`src/rtl/smt_pkg.sv`:
```
// Shared types and constants for the slot multiset table.
`timescale 1ns / 1ps

package smt_pkg;

    localparam int VALUE_W = 32;
    localparam int COUNT_W = 5;

    // Operation codes
    localparam logic OP_INSERT = 1'b0;
    localparam logic OP_DELETE = 1'b1;

    // Controller to datapath
    typedef struct packed {
        logic clear_step;  // clear one slot during the post-reset sweep
        logic load;        // capture an input transaction, restart the scan
        logic scan_step;   // issue the next read and check the previous one
        logic publish;     // update the count and load the result registers
    } smt_cmd_t;

    // Datapath to controller
    typedef struct packed {
        logic clear_done;  // the slot being cleared is the last one
        logic scan_done;   // no read in flight and nothing left to read
    } smt_status_t;

endpackage

```
`src/rtl/smt_datapath.sv`:
```
// Datapath of the slot multiset table: slot memory, scan pipeline, counts, result registers.
`timescale 1ns / 1ps

module smt_datapath #(
    parameter int SLOTS = 16
) (
    input  logic                              aclk,
    input  logic                              aresetn,
    input  smt_pkg::smt_cmd_t                 cmd,
    output smt_pkg::smt_status_t              status,
    input  logic                              in_operation,
    input  logic [smt_pkg::VALUE_W-1:0]       in_value,
    output logic                              out_accepted,
    output logic [smt_pkg::COUNT_W-1:0]       out_removed_count,
    output logic [smt_pkg::COUNT_W-1:0]       out_stored_count
);
    import smt_pkg::*;

    localparam int ADDR_W = (SLOTS > 1) ? $clog2(SLOTS) : 1;
    localparam int ENTRY_W = VALUE_W + 1;  // occupied bit on top of the value

    // Slot memory: {occupied, value}
    logic [ENTRY_W-1:0] mem [SLOTS];

    logic [ENTRY_W-1:0] rd_data_reg;
    logic               cmp_vld_reg,  cmp_vld_next;
    logic [ADDR_W-1:0]  cmp_idx_reg,  cmp_idx_next;
    logic [ADDR_W:0]    issue_idx_reg, issue_idx_next;
    logic [ADDR_W-1:0]  clr_idx_reg,  clr_idx_next;
    logic               op_reg;
    logic [VALUE_W-1:0] val_reg;
    logic               found_reg,    found_next;
    logic [COUNT_W-1:0] freed_reg,    freed_next;
    logic [COUNT_W-1:0] total_reg,    total_next;
    logic               acc_reg;
    logic [COUNT_W-1:0] rem_reg;
    logic [COUNT_W-1:0] stored_reg;

    logic               rd_en;
    logic [ADDR_W-1:0]  rd_addr;
    logic               wr_en;
    logic [ADDR_W-1:0]  wr_addr;
    logic [ENTRY_W-1:0] wr_data;
    logic               issue_left;
    logic               rd_occ;
    logic [VALUE_W-1:0] rd_val;

    assign rd_occ     = rd_data_reg[ENTRY_W-1];
    assign rd_val     = rd_data_reg[VALUE_W-1:0];
    assign issue_left = (issue_idx_reg != (ADDR_W+1)'(SLOTS)) && !found_reg;
    assign rd_addr    = issue_idx_reg[ADDR_W-1:0];

    assign status.clear_done = (clr_idx_reg == ADDR_W'(SLOTS - 1));
    assign status.scan_done  = !issue_left && !cmp_vld_reg;

    always_comb begin
        rd_en          = 1'b0;
        wr_en          = 1'b0;
        wr_addr        = clr_idx_reg;
        wr_data        = '0;
        clr_idx_next   = clr_idx_reg;
        issue_idx_next = issue_idx_reg;
        cmp_vld_next   = cmp_vld_reg;
        cmp_idx_next   = cmp_idx_reg;
        found_next     = found_reg;
        freed_next     = freed_reg;
        total_next     = total_reg;

        if (cmd.clear_step) begin
            wr_en        = 1'b1;
            clr_idx_next = clr_idx_reg + ADDR_W'(1);
        end

        if (cmd.load) begin
            issue_idx_next = '0;
            cmp_vld_next   = 1'b0;
            found_next     = 1'b0;
            freed_next     = '0;
        end

        if (cmd.scan_step) begin
            // read stage
            rd_en          = issue_left;
            cmp_vld_next   = issue_left;
            cmp_idx_next   = rd_addr;
            if (issue_left) begin
                issue_idx_next = issue_idx_reg + (ADDR_W+1)'(1);
            end
            // check stage on last cycle's read
            if (cmp_vld_reg) begin
                wr_addr = cmp_idx_reg;
                if (op_reg == OP_INSERT) begin
                    if (!rd_occ && !found_reg) begin
                        wr_en      = 1'b1;
                        wr_data    = {1'b1, val_reg};
                        found_next = 1'b1;
                    end
                end else begin
                    if (rd_occ && (rd_val == val_reg)) begin
                        wr_en      = 1'b1;
                        wr_data    = {1'b0, rd_val};
                        freed_next = freed_reg + COUNT_W'(1);
                    end
                end
            end
        end

        if (cmd.publish) begin
            if (op_reg == OP_INSERT) begin
                total_next = total_reg + COUNT_W'(found_reg);
            end else begin
                total_next = total_reg - freed_reg;
            end
        end
    end

    always_ff @(posedge aclk) begin
        if (wr_en) begin
            mem[wr_addr] <= wr_data;
        end
        if (rd_en) begin
            rd_data_reg <= mem[rd_addr];
        end
    end

    always_ff @(posedge aclk) begin
        if (!aresetn) begin
            clr_idx_reg   <= '0;
            issue_idx_reg <= '0;
            cmp_vld_reg   <= 1'b0;
            found_reg     <= 1'b0;
            freed_reg     <= '0;
            total_reg     <= '0;
        end else begin
            clr_idx_reg   <= clr_idx_next;
            issue_idx_reg <= issue_idx_next;
            cmp_vld_reg   <= cmp_vld_next;
            found_reg     <= found_next;
            freed_reg     <= freed_next;
            total_reg     <= total_next;
        end
    end

    // payload registers
    always_ff @(posedge aclk) begin
        cmp_idx_reg <= cmp_idx_next;
        if (cmd.load) begin
            op_reg  <= in_operation;
            val_reg <= in_value;
        end
        if (cmd.publish) begin
            acc_reg    <= (op_reg == OP_DELETE) || found_reg;
            rem_reg    <= (op_reg == OP_DELETE) ? freed_reg : '0;
            stored_reg <= total_next;
        end
    end

    assign out_accepted      = acc_reg;
    assign out_removed_count = rem_reg;
    assign out_stored_count  = stored_reg;

endmodule

```
`src/rtl/smt_ctrl.sv`:
```
// Controller of the slot multiset table: clear sweep, scan sequencing, handshakes.
`timescale 1ns / 1ps

module smt_ctrl (
    input  logic                 aclk,
    input  logic                 aresetn,
    input  logic                 s_valid,
    output logic                 s_ready,
    output logic                 m_valid,
    input  logic                 m_ready,
    output smt_pkg::smt_cmd_t    cmd,
    input  smt_pkg::smt_status_t status
);
    import smt_pkg::*;

    typedef enum logic [1:0] {
        ST_CLEAR,
        ST_IDLE,
        ST_SCAN,
        ST_DONE
    } state_t;

    state_t state_reg, state_next;
    logic   m_valid_reg, m_valid_next;

    always_comb begin
        cmd.clear_step = (state_reg == ST_CLEAR);
        cmd.load       = (state_reg == ST_IDLE) && s_valid;
        cmd.scan_step  = (state_reg == ST_SCAN);
        cmd.publish    = (state_reg == ST_DONE) && (!m_valid_reg || m_ready);
    end

    always_comb begin
        state_next   = state_reg;
        m_valid_next = m_valid_reg;
        if (m_valid_reg && m_ready) begin
            m_valid_next = 1'b0;
        end
        case (state_reg)
            ST_CLEAR: begin
                if (status.clear_done) begin
                    state_next = ST_IDLE;
                end
            end
            ST_IDLE: begin
                if (s_valid) begin
                    state_next = ST_SCAN;
                end
            end
            ST_SCAN: begin
                if (status.scan_done) begin
                    state_next = ST_DONE;
                end
            end
            ST_DONE: begin
                if (cmd.publish) begin
                    m_valid_next = 1'b1;
                    state_next   = ST_IDLE;
                end
            end
            default: begin
                state_next = ST_IDLE;
            end
        endcase
    end

    always_ff @(posedge aclk) begin
        if (!aresetn) begin
            state_reg   <= ST_CLEAR;
            m_valid_reg <= 1'b0;
        end else begin
            state_reg   <= state_next;
            m_valid_reg <= m_valid_next;
        end
    end

    assign s_ready = (state_reg == ST_IDLE);
    assign m_valid = m_valid_reg;

endmodule

```
`src/rtl/slot_multiset_table.sv`:
```
// Top level of the slot multiset table.
`timescale 1ns / 1ps

// Slot multiset table: SLOTS value slots, each with an occupied flag, hold a
// multiset of 32-bit values. An insert transaction writes its value into the
// lowest-numbered free slot; into a full table it is dropped and reported
// with accepted = 0. A delete transaction frees every occupied slot holding
// the value (bitwise compare) and reports how many. Each input transaction
// yields one result transaction carrying the occupied count after the
// operation; both counts are 5 bits and wrap modulo 32 when SLOTS > 31.
// Slots and flags live in one single-port-write, registered-read memory, so
// a transaction walks the slots one read per cycle: a delete, or an insert
// into a full table, reads every slot before its result; an insert stops
// issuing reads once it has written its value into a free slot. The next
// transaction is taken once the current result sits in the output register;
// a finished result waits while that register is still held by an
// unaccepted one. After reset the block clears the occupied flags of all
// slots, with s_ready low.

module slot_multiset_table #(
    parameter int SLOTS = 16
) (
    input  logic                              aclk,
    input  logic                              aresetn,
    // input transactions
    input  logic                              s_valid,
    output logic                              s_ready,
    input  logic                              s_operation,
    input  logic signed [smt_pkg::VALUE_W-1:0] s_value,
    // result transactions
    output logic                              m_valid,
    input  logic                              m_ready,
    output logic                              m_accepted,
    output logic [smt_pkg::COUNT_W-1:0]       m_removed_count,
    output logic [smt_pkg::COUNT_W-1:0]       m_stored_count
);
    import smt_pkg::*;

    smt_cmd_t    cmd;
    smt_status_t status;

    smt_ctrl u_ctrl (
        .aclk    (aclk),
        .aresetn (aresetn),
        .s_valid (s_valid),
        .s_ready (s_ready),
        .m_valid (m_valid),
        .m_ready (m_ready),
        .cmd     (cmd),
        .status  (status)
    );

    smt_datapath #(
        .SLOTS (SLOTS)
    ) u_datapath (
        .aclk              (aclk),
        .aresetn           (aresetn),
        .cmd               (cmd),
        .status            (status),
        .in_operation      (s_operation),
        .in_value          (VALUE_W'(s_value)),
        .out_accepted      (m_accepted),
        .out_removed_count (m_removed_count),
        .out_stored_count  (m_stored_count)
    );

endmodule
```
`config.mk`:
```
export PLATFORM = sky130hd
export DESIGN_NAME = slot_multiset_table
export DESIGN_NICKNAME = d
export VERILOG_FILES = /design/src/rtl/smt_pkg.sv /design/src/rtl/smt_datapath.sv /design/src/rtl/smt_ctrl.sv /design/src/rtl/slot_multiset_table.sv
export SDC_FILE = /design/constraint.sdc
export NUM_CORES = 1
export LEC_CHECK = 0
export BUFFER_PORTS_ARGS = -buffer_cell sky130_fd_sc_hd__buf_4
export CAP_MARGIN = 20
export CORE_MARGIN = 2
export CORE_UTILIZATION = 50
export CTS_CLUSTER_DIAMETER = 150
export DETAILED_ROUTE_END_ITERATION = 16
export PLACE_DENSITY = 0.66
export SYNTH_ARGS = -nofsm -noshare
export SYNTH_HDL_FRONTEND = slang
export SYNTH_SLANG_ARGS = --single-unit
```
`constraint.sdc`:
```
create_clock -name aclk -period 5.9 [get_ports aclk]
set_input_delay 1.475 -clock aclk [delete_from_list [all_inputs] [get_ports aclk]]
set_output_delay 1.475 -clock aclk [all_outputs]
set_load 0.005 [all_outputs]
```
==> metrics.txt <==
Post-CTS Hold Buffers 0; DRC violation count after routing 0; clock buffer depth 3; antenna violations before repair 0; CTS H-tree depth 3; Gate power share 4.3%; detailed placement HPWL 27400 µm; Setup-failing EPs final 0; Post-Syn Area 24700 µm²; Critical Path Start Type flip-flop; worst-margin pin slew 1.15 ns; PwrDens 342 nW/µm²; final hold vios 0; internal power 7.60 mW; Ant. Diodes 0; Initial DRC Count 1100; Vias 11445; core box area 48800 µm²; LEAKAGE 8.85 nW; Final Core Density 57.2%; die width 226 µm; Arr. time, crit path 3.93 ns; Post-Layout Inst Area 27900 µm²; most frequent cells in the layout edfxtp_1, mux4_2, clkbuf_16, buf_4, xor2_1; IO Port Bufs 49; Post-Route Skew 0.0308 ns; largest net degree at the start of global routing 98; CTS tree done; total gr overflow 0; num ports 50; crit path max-delay cell type o311a_2; Worst Path Buf+Inv 2; Hold Slack 0.448 ns; CP Capture Type flip-flop; Starting Density 50.6%; min Tclk post-route 3.73 ns; first-pass GRT wire length 75100 µm; Crit Path Max Fanout 33; Worst-path clk slew 0.06 ns; critical path class reg2reg; share of cells above drive strength 1 28.1%; Mapped Nets 1167; worst-path cell chain inv_1 -> ha_1 -> nand4_1 -> nor4_2 -> nand4_2 -> nor3_4 -> buf_16 -> o311a_2; Async S/R FF share, synth 0%; largest stage delay on the critical path 0.93 ns; class of the worst hold path reg2reg; row cnt 81; max-slew violations 0; commonest non-fill, non-tap cell in the layout edfxtp_1; CP required 6.10 ns; DR pass1 iterations 8; vias per cell 6.00; die height 226 µm; clock sink count 633; status complete, no violations; overall routing resource usage 20.4%; TritonCTS Buffers 66; Sw Share 20.6%; register area share after synthesis 75.9%; Yosys reg bits 633; die area 51200 µm²; FMAX 268 MHz; Synth cell types 48; Clk pwr share 41.9%; area delta synth->final 13.1%; unrepaired setup endpoints after global routing false; max-capacitance violation count 0; YS warnings 0; Top delay family on crit path simple AND/OR/NAND/NOR gates; EDFF count, synth 609; max reg flops 528; Seq pwr share 53.8%; Routed WL 50200 µm; DP Area 25700 µm²; vias in the first global route 11613; Post-CTS Setup Bufs 0; global placement routability congestion 0.791; maximum vdd drop 0.000233 V; Routed WL per cell 26.3 µm; post-route setup TNS 0 ns; Avg Inst Size Synth 22.2 µm²; Nets 1244; # resized after CTS 0; cells after synthesis 1116; period utilization 63.2%; Psw 1.97 mW; Root Buffer clkbuf_16; clk_lat worst skew 0.61 ns; DRT antenna net count 0; Top FF cell, synth edfxtp_1; Worst slew margin 23.5%
## path summary, 6_finish.rpt
| path | start | endpoint | slack [ns] | cells after the start |
|---|---|---|---|---|
| setup / recovery | u_ctrl.state_reg[0] | u_datapath.mem[4][27] | 2.17 | 8 |
| hold / removal | u_datapath.issue_idx_reg[4] | u_datapath.issue_idx_reg[4] | 0.45 | 1 |
| setup reg to reg | u_ctrl.state_reg[0] | u_datapath.mem[4][27] | 2.17 | 8 |
| hold reg to reg | u_datapath.issue_idx_reg[4] | u_datapath.issue_idx_reg[4] | 0.45 | 1 |
## cell type report
cell class | count | area, µm²
multi-input combinational | 415 | 5610
sequential | 633 | 18800
fill | 3562 | 20900
clock buffer | 84 | 1790
clock inverter | 36 | 304
tap | 664 | 831
inverter | 13 | 48.8
timing repair buffer | 64 | 587
## per-layer routing
layer	routed length [µm]	global-route usage (%)	vias to the layer above	share of wire (%)
met5	0	0	-	0
met2	23800	31.4	416	47
met1	21800	29.9	6049	43
met4	1200	6.20	0	2.4
met3	3390	4.02	91	6.8
li1	-	-	4889	-
## metrics by stage
stage	total power, mW	instances	setup slack [ns]
floorplan	5.48	1116	2.89
global placement	5.64	1782	1.82
detailed placement	5.66	1782	1.67
CTS	9.65	1902	1.64
global route	9.86	1909	2.00
finish	9.57	1909	2.17
## kinds of logic after synthesis
logic type      count (synthesis)  share of synthesized area [%]
compound gates                 77                           2.61
simple gates                  118                           2.72
xor+xnor                       37                           1.31
buf+inv                        68                           1.50
mux                           169                           15.2
flops                         633                           75.9
fa+ha+maj                      14                          0.739
## power groups by stage
stage / clock network (mW) / registers, mW / logic, mW
floorplan: 0 / 5.22 / 0.263
global route: 4.26 / 5.15 / 0.444
detailed placement: 0 / 5.24 / 0.418
finish: 4.01 / 5.14 / 0.416
CTS: 4.09 / 5.14 / 0.420
global placement: 0 / 5.23 / 0.414
## cell usage after synthesis, types with 3 or more instances
master      n  area, µm²
or3_1       3       18.8
a22o_1     32        280
nand4_1     4       25.0
inv_1      13       48.8
o31ai_1     5       37.5
nand3_1    15       75.1
o311a_1    16        160
nor2b_1     3       18.8
nand2_1    24       90.1
o21ai_0     6       30.0
buf_6       7       78.8
buf_8       4       60.1
nand3b_1   13       97.6
nor4_2      3       37.5
nor4_1      4       25.0
nor2_1     19       71.3
mux2i_1     4       40.0
dfxtp_1    24        480
mux4_2    165       3720
and2_1     10       62.6
a21oi_1    10       50.1
ha_1       13        163
nor3_1      4       20.0
buf_2      15       75.1
clkbuf_1   28        105
edfxtp_1  609      18300
xor2_1     35        307
(Power assumes the default switching activity.)
